--- src/sv/clr_pkg.sv ---
`default_nettype none
package clr_pkg;

   // Field widths of the request and response channels.
   localparam int unsigned COORD_W = 16;
   localparam int unsigned INK_W   = 8;
   localparam int unsigned PIX_W   = 6;
   localparam int unsigned ADDR_W  = 14;

   // Internal walk widths: coordinates carry one guard bit, deltas and the
   // error term are wide enough for the full 16-bit span.
   localparam int unsigned POS_W   = COORD_W + 1;
   localparam int unsigned DELTA_W = COORD_W + 2;
   localparam int unsigned ERR_W   = COORD_W + 4;

   // Configuration registers.
   localparam int unsigned WIDTH_W  = 7;
   localparam int unsigned HEIGHT_W = 7;
   localparam int unsigned STRIDE_W = 9;
   localparam int unsigned CSR_IDX_W  = 2;
   localparam int unsigned CSR_DATA_W = 9;

   localparam logic [CSR_IDX_W-1:0] REG_SCREEN_WIDTH  = 2'd0;
   localparam logic [CSR_IDX_W-1:0] REG_SCREEN_HEIGHT = 2'd1;
   localparam logic [CSR_IDX_W-1:0] REG_ROW_STRIDE    = 2'd2;

   localparam logic [WIDTH_W-1:0]  RST_SCREEN_WIDTH  = 7'd64;
   localparam logic [HEIGHT_W-1:0] RST_SCREEN_HEIGHT = 7'd64;
   localparam logic [STRIDE_W-1:0] RST_ROW_STRIDE    = 9'd64;

   localparam int unsigned DEF_MAX_WIDTH  = 64;
   localparam int unsigned DEF_MAX_HEIGHT = 64;

   // At most this many pixel writes per line command.
   localparam int unsigned RESULT_CAP = 64;
   localparam int unsigned CNT_W      = $clog2(RESULT_CAP + 1);

   typedef enum logic [1:0] {
      ST_IDLE,
      ST_SETUP,
      ST_WALK,
      ST_FLUSH
   } state_type;

   // Controls from the sequencer to the line walker.
   typedef struct packed {
      logic load;
      logic prime;
      logic step;
   } walk_ctl_type;

   // Current point of the walk.
   typedef struct packed {
      logic signed [POS_W-1:0] x;
      logic signed [POS_W-1:0] y;
      logic                    at_end;
   } walk_pos_type;

endpackage
`default_nettype wire

--- src/sv/clr_walker.sv ---
`default_nettype none
module clr_walker (
   input  wire                                  clock,
   input  wire clr_pkg::walk_ctl_type           ctl,
   input  wire logic signed [clr_pkg::COORD_W-1:0] x_start,
   input  wire logic signed [clr_pkg::COORD_W-1:0] y_start,
   input  wire logic signed [clr_pkg::COORD_W-1:0] x_end,
   input  wire logic signed [clr_pkg::COORD_W-1:0] y_end,
   output clr_pkg::walk_pos_type                pos
);

   logic signed [clr_pkg::POS_W-1:0]   x_ff, y_ff, xe_ff, ye_ff;
   logic signed [clr_pkg::DELTA_W-1:0] dx_ff, dy_ff;
   logic signed [clr_pkg::ERR_W-1:0]   err_ff;
   logic                               sx_neg_ff, sy_neg_ff;

   logic signed [clr_pkg::DELTA_W-1:0] diff_x, diff_y, adx, ady;
   logic signed [clr_pkg::ERR_W-1:0]   dx_ext, dy_ext;
   logic signed [clr_pkg::ERR_W:0]     e2;
   logic                               step_x, step_y;
   logic signed [clr_pkg::ERR_W-1:0]   err_in;
   logic signed [clr_pkg::POS_W-1:0]   x_in, y_in;

   always_comb begin
      diff_x = clr_pkg::DELTA_W'(x_end) - clr_pkg::DELTA_W'(x_start);
      diff_y = clr_pkg::DELTA_W'(y_end) - clr_pkg::DELTA_W'(y_start);
      adx    = diff_x[clr_pkg::DELTA_W-1] ? -diff_x : diff_x;
      ady    = diff_y[clr_pkg::DELTA_W-1] ? -diff_y : diff_y;

      dx_ext = clr_pkg::ERR_W'(dx_ff);
      dy_ext = clr_pkg::ERR_W'(dy_ff);

      // Doubled error decides which axes advance on this step.
      e2     = {err_ff, 1'b0};
      step_x = e2 >= (clr_pkg::ERR_W + 1)'(dy_ff);
      step_y = e2 <= (clr_pkg::ERR_W + 1)'(dx_ff);

      err_in = err_ff + (step_x ? dy_ext : '0) + (step_y ? dx_ext : '0);
      x_in   = x_ff;
      y_in   = y_ff;
      if (step_x) begin
         x_in = sx_neg_ff ? x_ff - clr_pkg::POS_W'(1) : x_ff + clr_pkg::POS_W'(1);
      end
      if (step_y) begin
         y_in = sy_neg_ff ? y_ff - clr_pkg::POS_W'(1) : y_ff + clr_pkg::POS_W'(1);
      end
   end

   always_ff @(posedge clock) begin
      if (ctl.load) begin
         x_ff      <= clr_pkg::POS_W'(x_start);
         y_ff      <= clr_pkg::POS_W'(y_start);
         xe_ff     <= clr_pkg::POS_W'(x_end);
         ye_ff     <= clr_pkg::POS_W'(y_end);
         dx_ff     <= adx;
         dy_ff     <= -ady;
         sx_neg_ff <= diff_x[clr_pkg::DELTA_W-1] || (diff_x == '0);
         sy_neg_ff <= diff_y[clr_pkg::DELTA_W-1] || (diff_y == '0);
      end
      if (ctl.prime) begin
         err_ff <= dx_ext + dy_ext;
      end
      if (ctl.step) begin
         x_ff   <= x_in;
         y_ff   <= y_in;
         err_ff <= err_in;
      end
   end

   assign pos.x      = x_ff;
   assign pos.y      = y_ff;
   assign pos.at_end = (x_ff == xe_ff) && (y_ff == ye_ff);

endmodule
`default_nettype wire

--- src/sv/clipped_line_rasterizer.sv ---
// Clipped line rasterizer.
// A request carries two signed 16-bit endpoints, an ink value and a flag
// that says whether the end point is drawn. The block walks the line with
// the Bresenham error term, one point per clock unless the walk pauses for
// the output, and sends a response for every point that falls inside the
// configured screen, with its column, row, buffer address (row times stride
// plus column) and ink. The final response of a request has last set; a
// request with no visible point gives a single response with write_enable
// low and last set. After acceptance a setup state primes the error term,
// then the walk state visits each point of the line (the line's longer
// axis span, plus one), then a flush state hands over the final response.
// No new request is accepted until then. Off-screen points are walked as
// well, so a long line that leaves the screen takes correspondingly longer.
// req_stall stays high from acceptance until the final response has entered
// the output register. One visible point waits in a hold register; when
// rsp_stall keeps a response in the output register, the walk pauses at the
// next visible point until the output register is free.
// Configuration registers are written through the csr_ port; the user must
// write them only while idle, which the block itself does not enforce.
// Reset is synchronous; it empties the block and restores the registers.
`default_nettype none
module clipped_line_rasterizer #(
   parameter int unsigned MAX_WIDTH  = clr_pkg::DEF_MAX_WIDTH,
   parameter int unsigned MAX_HEIGHT = clr_pkg::DEF_MAX_HEIGHT
) (
   input  wire                                    clock,
   input  wire                                    reset,

   input  wire                                    csr_write_enable,
   input  wire logic [clr_pkg::CSR_IDX_W-1:0]     csr_index,
   input  wire logic [clr_pkg::CSR_DATA_W-1:0]    csr_write_data,

   input  wire                                    req_valid,
   output logic                                   req_stall,
   input  wire logic signed [clr_pkg::COORD_W-1:0] req_x_start,
   input  wire logic signed [clr_pkg::COORD_W-1:0] req_y_start,
   input  wire logic signed [clr_pkg::COORD_W-1:0] req_x_end,
   input  wire logic signed [clr_pkg::COORD_W-1:0] req_y_end,
   input  wire logic [clr_pkg::INK_W-1:0]         req_ink,
   input  wire                                    req_include_end,

   output logic                                   rsp_valid,
   input  wire                                    rsp_stall,
   output logic [clr_pkg::PIX_W-1:0]              rsp_pixel_x,
   output logic [clr_pkg::PIX_W-1:0]              rsp_pixel_y,
   output logic [clr_pkg::ADDR_W-1:0]             rsp_pixel_addr,
   output logic [clr_pkg::INK_W-1:0]              rsp_pixel_value,
   output logic                                   rsp_write_enable,
   output logic                                   rsp_last
);

   localparam logic [clr_pkg::WIDTH_W-1:0]  MaxW = clr_pkg::WIDTH_W'(MAX_WIDTH);
   localparam logic [clr_pkg::HEIGHT_W-1:0] MaxH = clr_pkg::HEIGHT_W'(MAX_HEIGHT);
   localparam int unsigned PROD_W = clr_pkg::PIX_W + clr_pkg::STRIDE_W;

   // Configuration registers.
   logic [clr_pkg::WIDTH_W-1:0]  screen_width_ff;
   logic [clr_pkg::HEIGHT_W-1:0] screen_height_ff;
   logic [clr_pkg::STRIDE_W-1:0] row_stride_ff;

   always_ff @(posedge clock) begin
      if (reset) begin
         screen_width_ff  <= clr_pkg::RST_SCREEN_WIDTH;
         screen_height_ff <= clr_pkg::RST_SCREEN_HEIGHT;
         row_stride_ff    <= clr_pkg::RST_ROW_STRIDE;
      end else if (csr_write_enable) begin
         unique case (csr_index)
            clr_pkg::REG_SCREEN_WIDTH: begin
               screen_width_ff <= csr_write_data[clr_pkg::WIDTH_W-1:0];
            end
            clr_pkg::REG_SCREEN_HEIGHT: begin
               screen_height_ff <= csr_write_data[clr_pkg::HEIGHT_W-1:0];
            end
            clr_pkg::REG_ROW_STRIDE: begin
               row_stride_ff <= csr_write_data[clr_pkg::STRIDE_W-1:0];
            end
            default: begin
            end
         endcase
      end
   end

   // Sequencer and datapath registers.
   clr_pkg::state_type state_ff, state_in;
   logic                        rsp_valid_ff, rsp_valid_in;
   logic                        held_valid_ff, held_valid_in;
   logic [clr_pkg::CNT_W-1:0]   count_ff, count_in;
   logic [clr_pkg::PIX_W-1:0]   held_x_ff, held_x_in, held_y_ff, held_y_in;
   logic [clr_pkg::INK_W-1:0]   ink_ff;
   logic                        incl_ff;
   logic [clr_pkg::PIX_W-1:0]   out_x_ff, out_x_in, out_y_ff, out_y_in;
   logic [clr_pkg::ADDR_W-1:0]  out_addr_ff, out_addr_in;
   logic [clr_pkg::INK_W-1:0]   out_value_ff, out_value_in;
   logic                        out_we_ff, out_we_in, out_last_ff, out_last_in;

   clr_pkg::walk_ctl_type ctl;
   clr_pkg::walk_pos_type pos;

   logic                              req_take, out_free, visible, on_screen;
   logic [clr_pkg::WIDTH_W-1:0]       w_eff;
   logic [clr_pkg::HEIGHT_W-1:0]      h_eff;
   logic [PROD_W-1:0]                 held_addr;

   clr_walker u_walker (
      .clock   (clock),
      .ctl     (ctl),
      .x_start (req_x_start),
      .y_start (req_y_start),
      .x_end   (req_x_end),
      .y_end   (req_y_end),
      .pos     (pos)
   );

   always_comb begin
      w_eff = (screen_width_ff > MaxW) ? MaxW : screen_width_ff;
      h_eff = (screen_height_ff > MaxH) ? MaxH : screen_height_ff;

      on_screen = !pos.x[clr_pkg::POS_W-1] && !pos.y[clr_pkg::POS_W-1]
                  && (pos.x[clr_pkg::COORD_W-1:0] < clr_pkg::COORD_W'(w_eff))
                  && (pos.y[clr_pkg::COORD_W-1:0] < clr_pkg::COORD_W'(h_eff));
      // The end point counts only when it is to be drawn.
      visible = on_screen && (count_ff < clr_pkg::CNT_W'(clr_pkg::RESULT_CAP))
                && !(pos.at_end && !incl_ff);

      held_addr = PROD_W'(held_y_ff) * PROD_W'(row_stride_ff) + PROD_W'(held_x_ff);

      out_free = !rsp_valid_ff || !rsp_stall;
      req_take = req_valid && (state_ff == clr_pkg::ST_IDLE);

      state_in      = state_ff;
      rsp_valid_in  = rsp_valid_ff && rsp_stall;
      held_valid_in = held_valid_ff;
      count_in      = count_ff;
      held_x_in     = held_x_ff;
      held_y_in     = held_y_ff;
      out_x_in      = out_x_ff;
      out_y_in      = out_y_ff;
      out_addr_in   = out_addr_ff;
      out_value_in  = out_value_ff;
      out_we_in     = out_we_ff;
      out_last_in   = out_last_ff;
      ctl           = '0;

      unique case (state_ff)
         clr_pkg::ST_IDLE: begin
            if (req_take) begin
               ctl.load      = 1'b1;
               held_valid_in = 1'b0;
               count_in      = '0;
               state_in      = clr_pkg::ST_SETUP;
            end
         end
         clr_pkg::ST_SETUP: begin
            ctl.prime = 1'b1;
            state_in  = clr_pkg::ST_WALK;
         end
         clr_pkg::ST_WALK: begin
            // A new visible point pushes the held one out, which needs room.
            if (!(visible && held_valid_ff && !out_free)) begin
               if (visible) begin
                  if (held_valid_ff) begin
                     rsp_valid_in = 1'b1;
                     out_x_in     = held_x_ff;
                     out_y_in     = held_y_ff;
                     out_addr_in  = held_addr[clr_pkg::ADDR_W-1:0];
                     out_value_in = ink_ff;
                     out_we_in    = 1'b1;
                     out_last_in  = 1'b0;
                  end
                  held_valid_in = 1'b1;
                  held_x_in     = pos.x[clr_pkg::PIX_W-1:0];
                  held_y_in     = pos.y[clr_pkg::PIX_W-1:0];
                  count_in      = count_ff + 1'b1;
               end
               if (pos.at_end) begin
                  state_in = clr_pkg::ST_FLUSH;
               end else begin
                  ctl.step = 1'b1;
               end
            end
         end
         clr_pkg::ST_FLUSH: begin
            if (out_free) begin
               rsp_valid_in  = 1'b1;
               out_last_in   = 1'b1;
               out_we_in     = held_valid_ff;
               if (held_valid_ff) begin
                  out_x_in     = held_x_ff;
                  out_y_in     = held_y_ff;
                  out_addr_in  = held_addr[clr_pkg::ADDR_W-1:0];
                  out_value_in = ink_ff;
               end else begin
                  out_x_in     = '0;
                  out_y_in     = '0;
                  out_addr_in  = '0;
                  out_value_in = '0;
               end
               held_valid_in = 1'b0;
               state_in      = clr_pkg::ST_IDLE;
            end
         end
         default: begin
            state_in = clr_pkg::ST_IDLE;
         end
      endcase
   end

   always_ff @(posedge clock) begin
      if (reset) begin
         state_ff      <= clr_pkg::ST_IDLE;
         rsp_valid_ff  <= 1'b0;
         held_valid_ff <= 1'b0;
         count_ff      <= '0;
      end else begin
         state_ff      <= state_in;
         rsp_valid_ff  <= rsp_valid_in;
         held_valid_ff <= held_valid_in;
         count_ff      <= count_in;
      end
   end

   always_ff @(posedge clock) begin
      if (req_take) begin
         ink_ff  <= req_ink;
         incl_ff <= req_include_end;
      end
      held_x_ff    <= held_x_in;
      held_y_ff    <= held_y_in;
      out_x_ff     <= out_x_in;
      out_y_ff     <= out_y_in;
      out_addr_ff  <= out_addr_in;
      out_value_ff <= out_value_in;
      out_we_ff    <= out_we_in;
      out_last_ff  <= out_last_in;
   end

   assign req_stall        = (state_ff != clr_pkg::ST_IDLE);
   assign rsp_valid        = rsp_valid_ff;
   assign rsp_pixel_x      = out_x_ff;
   assign rsp_pixel_y      = out_y_ff;
   assign rsp_pixel_addr   = out_addr_ff;
   assign rsp_pixel_value  = out_value_ff;
   assign rsp_write_enable = out_we_ff;
   assign rsp_last         = out_last_ff;

endmodule
`default_nettype wire
--- config.mk ---
export PLATFORM = sky130hd
export DESIGN_NAME = clipped_line_rasterizer
export DESIGN_NICKNAME = d
export VERILOG_FILES = /design/src/sv/clr_pkg.sv /design/src/sv/clr_walker.sv /design/src/sv/clipped_line_rasterizer.sv
export SDC_FILE = /design/constraint.sdc
export NUM_CORES = 1
export LEC_CHECK = 0
export BUFFER_PORTS_ARGS = -buffer_cell sky130_fd_sc_hd__clkbuf_2
export CORE_MARGIN = 4
export CORE_UTILIZATION = 61
export CTS_BUF_LIST = sky130_fd_sc_hd__clkbuf_2
export CTS_CLUSTER_DIAMETER = 200
export DETAILED_ROUTE_END_ITERATION = 10
export PLACE_DENSITY = 0.9
export SLEW_MARGIN = 10
export SYNTH_ARGS = -nofsm -noshare
export SYNTH_HDL_FRONTEND = slang
export SYNTH_HIERARCHICAL = 1
export SYNTH_SLANG_ARGS = --single-unit
--- constraint.sdc ---
create_clock -name clock -period 11.32 [get_ports clock]
set_input_delay 1.698 -clock clock [delete_from_list [all_inputs] [get_ports clock]]
set_output_delay 1.698 -clock clock [all_outputs]
set_load 0.1 [all_outputs]
Word level (Yosys, flattened, before mapping)
Cells that the tools add are included.

Flip-flop bits (word level): 215. Bits of input ports: 89. Output and inout bits: 38. Logic and storage cells: 181.

Add/subtract/negate cells: 14. Multipliers: 1. Magnitude comparators: 7. Eq/ne operators: 15. Muxes and demuxes: 75. Bitwise gates (word level): 1. Reduce and logical (&&, ||, !) cells: 41.

Operator list (number): two-way mux 17 bit (9); two-way mux 20 bit (4); two-way mux 14 bit (5); two-way mux 6 bit (10); adder 20 bit (2); two-way mux 8 bit (5); zero test 18 bit (2); negator 18 bit (2); two-way mux 7 bit (5); adder 17 x 2 -> 17 bit, second input constant (2); equality test 17 x 16 -> 1 bit (2); subtractor 16 x 16 -> 17 bit (2); subtractor 17 x 2 -> 17 bit, second input constant (2); < comparator 16 x 7 -> 1 bit (2); one-hot mux 14 bit (2 select lines) (1); one-hot mux 6 bit (2 select lines) (2); two-way mux 1 bit (22); >= comparator 21 x 18 -> 1 bit (1); less-or-equal comparator 21 x 18 -> 1 bit (1); adder 18 x 18 -> 19 bit (1); two-way mux 18 bit (1); negator 17 -> 18 bit (1); one-hot mux 8 bit (2 select lines) (1); adder 14 x 6 -> 14 bit (1); other kinds (24) (68).

Logic depth before layout (Yosys ltp)
Gate-level depths: netlist (run 1).

Depth in word-level cells: 13. Gate-level depth with buffers: 26. Mapped depth without buffers: 25.

Modules after synthesis
The synthesis (run 1) kept the hierarchy.

By module, submodules not included: clr_walker (times used 1, cells an instance 1325, area each 12180.4 um^2, sequential area each 3723.6 um^2); clipped_line_rasterizer (times used 1, cells an instance 537, area each 5664.2 um^2, sequential area each 2392.3 um^2).

Least setup slack after synthesis (run 1)
Ideal clock, no wire load.

Path type: input -> register. Start point: input req_y_start[9] in the netlist's numbering. End point: register u_walker/dy_ff[16] in the netlist's numbering, data pin. Setup time: 258 ps. Arrival time: 5082 ps. Data required time: 11062 ps. Path slack: 5981 ps. Stages: 17. Path buffers: 2. Path through: inv_1 > ha_1 > buf_2 > nand2_1 > or3_1 > a221o_1 > o31a_1 > buf_2 > a21oi_1 > ha_1 > nand3_1 > nand2b_1 > o311a_1 > nor3_2 > nand2_1 > and4bb_1 > xor2_1.

Word-level cells in the longest chain between the ends: 4.

RTL lines: start, declared (line clipped_line_rasterizer.sv:36) `input wire logic signed [clr_pkg::COORD_W-1:0] req_y_start,`; subtractor 16 x 16 -> 17 bit * (line clr_walker.sv:26) `diff_y = clr_pkg::DELTA_W'(y_end) - clr_pkg::DELTA_W'(y_start);`; negator 18 bit (line clr_walker.sv:28) `ady = diff_y[clr_pkg::DELTA_W-1] ? -diff_y : diff_y;`; two-way mux 18 bit * (line clr_walker.sv:28); negator 18 bit * (line clr_walker.sv:56) `dy_ff <= -ady;`; end signal, assigned (line clr_walker.sv:56); end, declared (line clr_walker.sv:13) `logic signed [clr_pkg::DELTA_W-1:0] dx_ff, dy_ff;`.

Mark *: on every way between the ends. The rest lies on a longest branch, timed or not. A chain may end at the register's enable or synchronous reset.

Final worst setup path (run 1)
Start point: register u_walker/dy_ff[6] in the netlist's numbering. End point: register u_walker/err_ff[19] in the netlist's numbering, data pin.

Word-level cells in the longest chain between the ends: 5. Elaborated cells between the ends (all ways): 7. Classes of those cells: add/sub (3); order compare (1); mux (3).

RTL lines: >= comparator 21 x 18 -> 1 bit (line clr_walker.sv:35) `step_x = e2 >= (clr_pkg::ERR_W + 1)'(dy_ff);`; two-way mux 20 bit (line clr_walker.sv:38) `err_in = err_ff + (step_x ? dy_ext : '0) + (step_y ? dx_ext : '0);`; adder 20 bit (2 in series) (line clr_walker.sv:38); two-way mux 20 bit * (line clr_walker.sv:63) `if (ctl.step) begin`; end signal, assigned (line clr_walker.sv:61) `err_ff <= dx_ext + dy_ext;`; end signal, assigned (line clr_walker.sv:66) `err_ff <= err_in;`; end, declared (line clr_walker.sv:14) `logic signed [clr_pkg::ERR_W-1:0] err_ff;`.

Mark *: on every way between the ends. The rest lies on a longest branch, timed or not. The select of a mux whose other input is x is not followed.

==> report_table.html, run 1 <==
<table>
<tr><th>Metric</th><th>Value</th></tr>
<tr><th colspan="2">Setup path</th></tr>
<tr><td>Launch point of the worst reg-to-reg path</td><td>u_walker/dy_ff[6]</td></tr>
<tr><td>Worst setup slack for register-to-register paths</td><td>5190 ps</td></tr>
<tr><td>Setup crit end kind</td><td>flop</td></tr>
<tr><td>Required time of the critical path</td><td>about 12000 ps</td></tr>
<tr><td>End of the worst register-to-register path</td><td>u_walker/err_ff[19]</td></tr>
<tr><td>Critical Path Fanout Max</td><td>18</td></tr>
<tr><td>Cells on worst reg2reg path</td><td>24</td></tr>
<tr><td>Type of the worst setup path</td><td>flop to flop</td></tr>
<tr><td>Arrival time reported for the critical path endpoint</td><td>6720 ps</td></tr>
<tr><td>Kind of launch point of the worst setup path</td><td>flop</td></tr>
<tr><th colspan="2">Routing</th></tr>
<tr><td>Total wirelength of the detailed-routed design</td><td>around 46000 um</td></tr>
<tr><td>Wire length on met2</td><td>20900 um</td></tr>
<tr><td>Top metal layer carrying routed signals</td><td>met5</td></tr>
<tr><td>Ratio of routed vias to standard cells</td><td>6.11</td></tr>
<tr><td>Routed length on met1</td><td>18900 um</td></tr>
<tr><td>First-pass iteration count of the detailed router</td><td>6</td></tr>
<tr><td>Met3 layer wire length in the routed design</td><td>4290 um</td></tr>
<tr><td>Antenna Nets Post-Route</td><td>0</td></tr>
<tr><td>Via count</td><td>roughly 15k</td></tr>
<tr><td>Detailed-route DRC error count</td><td>0</td></tr>
<tr><td>Initial detailed-routing violation count</td><td>roughly 1.4k</td></tr>
<tr><td>Routed length per placed instance</td><td>between 15 and 20 um</td></tr>
<tr><th colspan="2">Synthesis</th></tr>
<tr><td>Count of distinct cell types in the synthesized netlist</td><td>90</td></tr>
<tr><td>Flop and latch count out of synthesis</td><td>215</td></tr>
<tr><td>Post-synthesis instance total</td><td>1862</td></tr>
<tr><td>Syn nets</td><td>2200</td></tr>
<tr><td>Number of synthesized flops with an enable pin</td><td>181</td></tr>
<tr><td>Most common flop cell mapped by yosys</td><td>edfxtp_1</td></tr>
<tr><td>Area of the mapped netlist</td><td>17800 sq um</td></tr>
<tr><td>Sequential cell area fraction in the yosys report</td><td>0.343</td></tr>
<tr><td>Average size of a mapped cell</td><td>9.58 sq um</td></tr>
<tr><td>Async set or reset register ratio after synthesis</td><td>0</td></tr>
<tr><td>Total number of yosys warnings</td><td>6</td></tr>
<tr><th colspan="2">Final layout</th></tr>
<tr><td>Most common library cell in the layout ignoring fill and taps</td><td>clkbuf_2</td></tr>
<tr><td>Share of final-layout standard cells stronger than drive strength 1</td><td>0.132</td></tr>
<tr><td>Storage element area</td><td>6120 sq um</td></tr>
<tr><td>Leading cell types in the layout, fill and taps excluded</td><td>209 x clkbuf_2, 193 x ha_1, 181 x edfxtp_1</td></tr>
<tr><td>Layout Nets</td><td>2349</td></tr>
<tr><td>Multi-input combinational cell area</td><td>10900 sq um</td></tr>
<tr><td>FILL cells</td><td>2273</td></tr>
<tr><td>Final Cell Area</td><td>~19000 sq um</td></tr>
<tr><td>Growth of design area from synthesis to finish</td><td>8.44%</td></tr>
<tr><th colspan="2">Flow run</th></tr>
<tr><td>Max cap viols</td><td>0</td></tr>
<tr><th colspan="2">Clocking</th></tr>
<tr><td>Total CTS buffers</td><td>57</td></tr>
<tr><td>Hold_buf cts</td><td>0</td></tr>
<tr><td>Clock latency reported for the late side of the worst-skew pair</td><td>960 ps</td></tr>
<tr><td>Buffer levels on the longest clock path</td><td>3</td></tr>
<tr><td>Post-CTS setup buffer count</td><td>0</td></tr>
<tr><td>TritonCTS sink count</td><td>215</td></tr>
<tr><td>TritonCTS clock tree</td><td>yes</td></tr>
<tr><td>Register clock-pin slew on the reported worst setup and hold paths</td><td>120 ps</td></tr>
<tr><td>Clock H-tree levels</td><td>2</td></tr>
<tr><td>Root buf cell</td><td>clkbuf_2</td></tr>
<tr><td>Total of cells resized after clock tree synthesis</td><td>0</td></tr>
<tr><th colspan="2">Global route</th></tr>
<tr><td>Global route overflow</td><td>0</td></tr>
<tr><td>Global-route wire length before repair</td><td>a little over 70000 um</td></tr>
<tr><td>GR Util All Layers</td><td>0.285</td></tr>
<tr><td>Via count of the first global-routing pass</td><td>about 15k</td></tr>
<tr><td>Antenna violations before repair</td><td>4</td></tr>
<tr><td>Maximum number of pins on one net before global-route repair</td><td>82</td></tr>
<tr><th colspan="2">Pwr</th></tr>
<tr><td>Switching power share of the total</td><td>0.486</td></tr>
<tr><td>Seq pwr share</td><td>0.270</td></tr>
<tr><td>Clk pwr share</td><td>0.104</td></tr>
<tr><td>Leakage Power</td><td>8.46 nW</td></tr>
<tr><td>Logic gate share of total power</td><td>0.626</td></tr>
<tr><td>Peak supply drop</td><td>between 0.00015 and 0.0002 V</td></tr>
<tr><td>Total internal power</td><td>~2.8 mW</td></tr>
<tr><td>Reported net switching power</td><td>2.60 mW</td></tr>
<tr><td>Pwr/cell area</td><td>276 nW/um^2</td></tr>
<tr><th colspan="2">Die</th></tr>
<tr><td>Die span in y</td><td>179 um</td></tr>
<tr><td>IO Pins</td><td>between 100 and 150</td></tr>
<tr><td>Die Area</td><td>32100 sq um</td></tr>
<tr><td>Starting density of the core</td><td>0.620</td></tr>
<tr><td>Core Footprint</td><td>28800 sq um</td></tr>
<tr><td>Die boundary width</td><td>179 um</td></tr>
<tr><td>Number of rows created at floorplan</td><td>62</td></tr>
<tr><th colspan="2">STA</th></tr>
<tr><td>Fin Setup TNS</td><td>0 ps</td></tr>
<tr><td>Max_slew headroom</td><td>0.262</td></tr>
<tr><td>Clock skew after layout</td><td>115 ps</td></tr>
<tr><td>Final setup viols</td><td>0</td></tr>
<tr><td>Number of max-slew violations in the final report</td><td>0</td></tr>
<tr><td>Number of hold-slack violations in the final timing report</td><td>0</td></tr>
<tr><td>RSZ-0062 raised after global routing</td><td>false</td></tr>
<tr><td>Max frequency</td><td>about 160 MHz</td></tr>
<tr><td>Crit path time final</td><td>approximately 6100 ps</td></tr>
<tr><td>Hold Worst Slack</td><td>483 ps</td></tr>
<tr><td>Final worst-path cycle share</td><td>0.541</td></tr>
<tr><td>Transition at the pin with the smallest max-transition slack</td><td>~1100 ps</td></tr>
<tr><th colspan="2">Placed design</th></tr>
<tr><td>HPWL after detailed placement</td><td>35800 um</td></tr>
<tr><td># port buffers</td><td>126</td></tr>
<tr><td>Area after detailed placement</td><td>18800 sq um</td></tr>
<tr><td>Final RePlAce weighted congestion</td><td>0.972</td></tr>
<tr><th colspan="2">Worst hold path</th></tr>
<tr><td>Worst hold path cell count</td><td>1</td></tr>
<tr><td>Origin of the worst min-delay path</td><td>ink_ff[2]</td></tr>
<tr><td>Terminating pin of the worst hold path</td><td>rsp_pixel_value[2]</td></tr>
<tr><td>Tightest Hold Check Type</td><td>flop to flop</td></tr>
<tr><th colspan="2">Run status</th></tr>
<tr><td>Result of the run</td><td>finished, final reports clean</td></tr>
</table>
registers in the layout, indices dropped and copies added, names as in the netlist, 2 cells and up:
name and cells:
rsp_pixel_addr 14, rsp_pixel_x 6, screen_height_ff 7, u_walker/err_ff 20, rsp_pixel_y 6, u_walker/y_ff 17, u_walker/ye_ff 16, count_ff 7
u_walker/xe_ff 16, screen_width_ff 7, rsp_pixel_value 8, held_y_ff 6, row_stride_ff 9, state_ff 2, held_x_ff 6, u_walker/dx_ff 18
u_walker/dy_ff 18, ink_ff 8, u_walker/x_ff 17
cells in the mapped netlist, types with 25 or more instances:
master,instances,area [sq um]
ha_1,193,2410
edfxtp_1,181,5440
inv_1,175,657
nor2_1,158,593
nand2_1,135,507
a21oi_1,104,521
xnor2_1,103,902
o21ai_0,90,450
xor2_1,59,517
and2_1,57,357
fa_1,56,1120
nand3_1,37,185
dfxtp_1,34,681
nor3_1,34,170
mux2i_1,30,300
clkbuf_1,29,109
a21o_1,28,210
nand2b_1,25,156
o21a_1,25,188
or3_1,25,156
layer usage:
layer	track usage	vias to the layer above
met5	0	-
met4	0.122	4
met3	0.0542	132
met2	0.454	704
met1	0.382	7097
li1	-	6985
cells by family (layout without fill, tap and decap cells):
logic type / Yosys count / in the layout / share of synthesized area
other: 1 / 3 / 0.000210
AOI/OAI and AO/OA: 389 / 389 / 0.143
muxes: 33 / 33 / 0.0187
buffers and inverters: 218 / 413 / 0.0480
DFF: 215 / 215 / 0.343
and+or+nand+nor: 593 / 593 / 0.168
xor gates and xnor gates: 164 / 164 / 0.0813
adders and majority gates: 249 / 249 / 0.198
worst max-delay path by stage:
stage,from,endpoint,slack [ps],cells after the start
4_1_cts,u_walker/dy_ff[6],u_walker/err_ff[19],5380,24
3_5_place_dp,req_y_end[0],u_walker/dy_ff[16],5330,19
5_1_grt,u_walker/dy_ff[6],u_walker/err_ff[19],4700,24
2_1_floorplan,req_y_start[9],u_walker/dy_ff[16],5980,17
3_3_place_gp,req_y_end[0],u_walker/dy_ff[16],5460,19
6_report,u_walker/dy_ff[6],u_walker/err_ff[19],5190,24
area by class of cell:
type,count,area share
multi-input cells,1429,0.563
clock buffers,83,0.0215
repair buffers,132,0.0349
clock inverters,22,0.00563
inverters,176,0.0342
diodes,2,0.000259
well taps,384,0.0248
flip-flops and latches,215,0.316
metrics by stage:
step	util	cells	setup slack [ps]	total power, mW
3_5_place_dp	0.654	2336	5330	4.70
5_1_grt	0.672	2443	4700	5.73
6_report	0.672	2443	5190	5.35
2_1_floorplan	-	1862	5980	3.88
4_1_cts	0.672	2441	5380	5.28
3_3_place_gp	0.654	2336	5460	4.54
power groups by stage:
stage	Clock (mW)	Combinational [mW]	Sequential, mW
global placement	0	3.10	1.44
CTS	0.566	3.28	1.43
floorplan	0	2.44	1.44
detailed placement	0	3.24	1.45
finish	0.554	3.35	1.44
global route	0.604	3.67	1.46
critical path, stage by stage (launching register included):
cell       delay, ps
edfxtp_1         450
inv_1            120
ha_1             260
a21o_1           200
a21oi_1          160
nor2_1            70
a211oi_1         450
o221ai_1         240
o21ai_0          220
and2_1           700
nor2_1           140
fa_1             530
ha_1             170
inv_1             70
fa_1             440
nor2b_1          210
o2111ai_1        150
nand3_1          130
nand2_1           90
o211ai_1         290
o41a_1           210
nand4_1          130
a31oi_1          180
xnor2_1          140
a21oi_1           80
(Power assumes the default switching activity.)
==> inputs of run 2 (changes only) <==
- CORE_UTILIZATION: 61 -> 58
- clock period: 11.32 -> 5.5 ns (I/O delays scaled with it)
==> report_table.html, run 2 (synthesis results as in run 1) <==
<table>
<tr><th>Metric</th><th>Value</th></tr>
<tr><th colspan="2">Setup path</th></tr>
<tr><td>Critical Path Fanout Max</td><td>7 (-11)</td></tr>
<tr><td>Required time of the critical path</td><td>6110 ps (-5810 ps)</td></tr>
<tr><td>Arrival time reported for the critical path endpoint</td><td>5820 ps (-900 ps)</td></tr>
<tr><td>Kind of launch point of the worst setup path</td><td>flop</td></tr>
<tr><td>Worst setup slack for register-to-register paths</td><td>290 ps (-4900 ps)</td></tr>
<tr><td>Setup crit end kind</td><td>flop</td></tr>
<tr><td>Launch point of the worst reg-to-reg path</td><td>u_walker/dy_ff[1]</td></tr>
<tr><td>Cells on worst reg2reg path</td><td>22 (-8.3%)</td></tr>
<tr><td>End of the worst register-to-register path</td><td>u_walker/err_ff[16]</td></tr>
<tr><td>Type of the worst setup path</td><td>flop to flop</td></tr>
<tr><th colspan="2">Pwr</th></tr>
<tr><td>Leakage Power</td><td>8.57 nW (+1.3%)</td></tr>
<tr><td>Pwr/cell area</td><td>575 nW/um^2 (+110%)</td></tr>
<tr><td>Peak supply drop</td><td>0.000441 V (+140%)</td></tr>
<tr><th colspan="2">Worst hold path</th></tr>
<tr><td>Tightest Hold Check Type</td><td>input port to flop</td></tr>
<tr><td>Worst hold path cell count</td><td>1 (unchanged)</td></tr>
<tr><td>Terminating pin of the worst hold path</td><td>u_walker/ye_ff[8]</td></tr>
<tr><td>Origin of the worst min-delay path</td><td>req_y_end[8]</td></tr>
<tr><th colspan="2">Final layout</th></tr>
<tr><td>Multi-input combinational cell area</td><td>11000 sq um (+1.3%)</td></tr>
<tr><td>Max FFs per register</td><td>20 (unchanged)</td></tr>
<tr><td>Leading cell types in the layout, fill and taps excluded</td><td>209 x clkbuf_2, 187 x ha_1, 181 x edfxtp_1</td></tr>
<tr><td>Final Cell Area</td><td>19600 sq um (+1.5%)</td></tr>
<tr><td>FILL cells</td><td>2312 (+1.7%)</td></tr>
<tr><td>Share of final-layout standard cells stronger than drive strength 1</td><td>0.152 (+0.0200)</td></tr>
<tr><td>Largest registers ranked by flip-flop count</td><td>u_walker/err_ff (20), u_walker/dx_ff (18), u_walker/dy_ff (18)</td></tr>
<tr><td>Register with the highest flop count</td><td>u_walker/err_ff</td></tr>
<tr><td>Layout Nets</td><td>2370 (+0.89%)</td></tr>
<tr><td>Growth of design area from synthesis to finish</td><td>10.1%</td></tr>
<tr><td>Most common library cell in the layout ignoring fill and taps</td><td>clkbuf_2</td></tr>
<tr><td>Storage element area</td><td>6120 sq um (unchanged)</td></tr>
<tr><th colspan="2">Die</th></tr>
<tr><td>Core Footprint</td><td>30000 sq um (+4.4%)</td></tr>
<tr><td>Starting density of the core</td><td>0.594 (-0.0259)</td></tr>
<tr><td>Die boundary width</td><td>183 um (+2.4%)</td></tr>
<tr><td>Die span in y</td><td>183 um (+2.4%)</td></tr>
<tr><td>IO Pins</td><td>127 (unchanged)</td></tr>
<tr><td>Die Area</td><td>33600 sq um (+4.9%)</td></tr>
<tr><td>Number of rows created at floorplan</td><td>63 (+1.6%)</td></tr>
<tr><th colspan="2">STA</th></tr>
<tr><td>Max_slew headroom</td><td>0.247 (-0.0153)</td></tr>
<tr><td>Max frequency</td><td>192 MHz (+18%)</td></tr>
<tr><td>Clock skew after layout</td><td>138 ps (+23.5 ps)</td></tr>
<tr><td>Final worst-path cycle share</td><td>0.947 (+0.406)</td></tr>
<tr><td>Number of hold-slack violations in the final timing report</td><td>0 (unchanged)</td></tr>
<tr><td>Crit path time final</td><td>5210 ps (-917 ps)</td></tr>
<tr><td>Final setup viols</td><td>0 (unchanged)</td></tr>
<tr><td>Transition at the pin with the smallest max-transition slack</td><td>1130 ps (+23.0 ps)</td></tr>
<tr><td>Number of max-slew violations in the final report</td><td>0 (unchanged)</td></tr>
<tr><td>RSZ-0062 raised after global routing</td><td>false</td></tr>
<tr><td>Fin Setup TNS</td><td>0 ps (unchanged)</td></tr>
<tr><th colspan="2">Clocking</th></tr>
<tr><td>Buffer levels on the longest clock path</td><td>3 (unchanged)</td></tr>
<tr><td>Clock latency reported for the late side of the worst-skew pair</td><td>940 ps (-20 ps)</td></tr>
<tr><td>Clock H-tree levels</td><td>2 (unchanged)</td></tr>
<tr><td>Total CTS buffers</td><td>57 (unchanged)</td></tr>
<tr><td>Root buf cell</td><td>clkbuf_2</td></tr>
<tr><td>Hold_buf cts</td><td>0 (unchanged)</td></tr>
<tr><td>TritonCTS clock tree</td><td>yes</td></tr>
<tr><td>Register clock-pin slew on the reported worst setup and hold paths</td><td>110 ps (about the same)</td></tr>
<tr><td>TritonCTS sink count</td><td>215 (unchanged)</td></tr>
<tr><th colspan="2">Global route</th></tr>
<tr><td>Global-route wire length before repair</td><td>75400 um (+3.6%)</td></tr>
<tr><td>Maximum number of pins on one net before global-route repair</td><td>52 (-37%)</td></tr>
<tr><td>Via count of the first global-routing pass</td><td>14.8k (+0.18%)</td></tr>
<tr><td>Antenna violations before repair</td><td>5 (+1)</td></tr>
<tr><td>GR Util All Layers</td><td>0.277 (-0.00805)</td></tr>
<tr><td>Global route overflow</td><td>0 (unchanged)</td></tr>
<tr><th colspan="2">Placed design</th></tr>
<tr><td>HPWL after detailed placement</td><td>36900 um (+3.1%)</td></tr>
<tr><td># port buffers</td><td>126 (unchanged)</td></tr>
<tr><td>Final RePlAce weighted congestion</td><td>0.992 (+2.1%)</td></tr>
<tr><td>Area after detailed placement</td><td>18900 sq um (+0.48%)</td></tr>
<tr><th colspan="2">Routing</th></tr>
<tr><td>Ratio of routed vias to standard cells</td><td>6.03 (-1.2%)</td></tr>
<tr><td>Initial detailed-routing violation count</td><td>1225 (-12%)</td></tr>
<tr><td>Detailed-route DRC error count</td><td>0 (unchanged)</td></tr>
<tr><td>Total wirelength of the detailed-routed design</td><td>47500 um (+3.5%)</td></tr>
<tr><td>Routed length per placed instance</td><td>19.2 um (+2.3%)</td></tr>
<tr><td>First-pass iteration count of the detailed router</td><td>6 (unchanged)</td></tr>
<tr><td>Via count</td><td>14.9k (-0.14%)</td></tr>
<tr><td>Antenna Nets Post-Route</td><td>0 (unchanged)</td></tr>
<tr><th colspan="2">Flow run</th></tr>
<tr><td>Max cap viols</td><td>0 (unchanged)</td></tr>
<tr><th colspan="2">Run status</th></tr>
<tr><td>Result of the run</td><td>finished, final reports clean</td></tr>
</table>
[run 2: changes by cell type in the layout (fill, tap and decap cells not counted), sizes merged]
cell    before  now
diode        2    4
buf          6   27
clkinv      23   21
[run 2: report_power, final]
part / internal (mW) / switching, mW / leakage (nW)
sequential: 2.47 / 0.498 / 1.97
combinational: 2.94 / 4.27 / 6.21
clock: 0.411 / 0.716 / 0.386
[run 2: final cells by class]
type / instances / share of cell area
clock inverter: 20 / 0.00446
timing repair buffer: 153 / 0.0424
clock buffer: 83 / 0.0211
multi-input combinational: 1429 / 0.562
inverter: 176 / 0.0337
tap: 390 / 0.0248
antenna: 4 / 0.000510
sequential: 215 / 0.311
[run 2: layer usage]
metal / wire length [um] / up-vias / global-route usage / share of wire
met5: 13 / - / 0 / 0.00027
met4: 1890 / 2 / 0.104 / 0.040
met3: 3850 / 137 / 0.0498 / 0.081
met2: 22000 / 664 / 0.454 / 0.46
met1: 19800 / 7071 / 0.368 / 0.42
li1: - / 7027 / - / -
[run 2: worst max-delay path: stages, from the launching register on]
cell and delay (ps):
edfxtp_1 420, inv_2 110, ha_1 230, nor2b_1 140
o21a_1 180, o21a_1 170, o211ai_1 270, a21oi_2 90
or3_4 380, and2_4 200, buf_4 150, nor2_1 120
fa_1 450, ha_2 340, and2_1 170, a32oi_1 250
nand3_1 150, a31o_2 250, o221ai_2 210, a21boi_0 170
xnor2_1 250, nor2_1 70, a31o_2 250
[run 2: what timing repair did]
item / in CTS / in global routing
endpoints found under the setup margin: 5 / 7
pin swaps: 0 / 9
endpoints found under the hold margin: 0 / 0
resized for setup: 2 / 28
buffers inserted: 0 / 10
[run 2: worst max-delay path by stage]
stage,from,to,slack (ps),cells past startpoint
floorplan,u_walker/dy_ff[17],u_walker/err_ff[16],550,22
global placement,u_walker/err_ff[19],u_walker/err_ff[19],9,21
detailed placement,u_walker/err_ff[19],u_walker/err_ff[19],-230,21
CTS,u_walker/err_ff[11],u_walker/err_ff[19],70,21
global route,u_walker/err_ff[19],u_walker/err_ff[19],20,23
finish,u_walker/dy_ff[1],u_walker/err_ff[16],290,22
[run 2: metrics by stage]
step / utilization / total power, mW / setup WS (ps) / hold slack [ps] / cells
floorplan: - / 7.99 / 555 / 441 / 1862
global placement: 0.630 / 9.47 / 9.18 / 468 / 2353
detailed placement: 0.630 / 9.78 / -232 / 481 / 2353
CTS: 0.647 / 11.0 / 67.0 / 24.9 / 2456
global route: 0.654 / 12.2 / 19.6 / 24.6 / 2470
finish: 0.654 / 11.3 / 292 / 75.3 / 2470
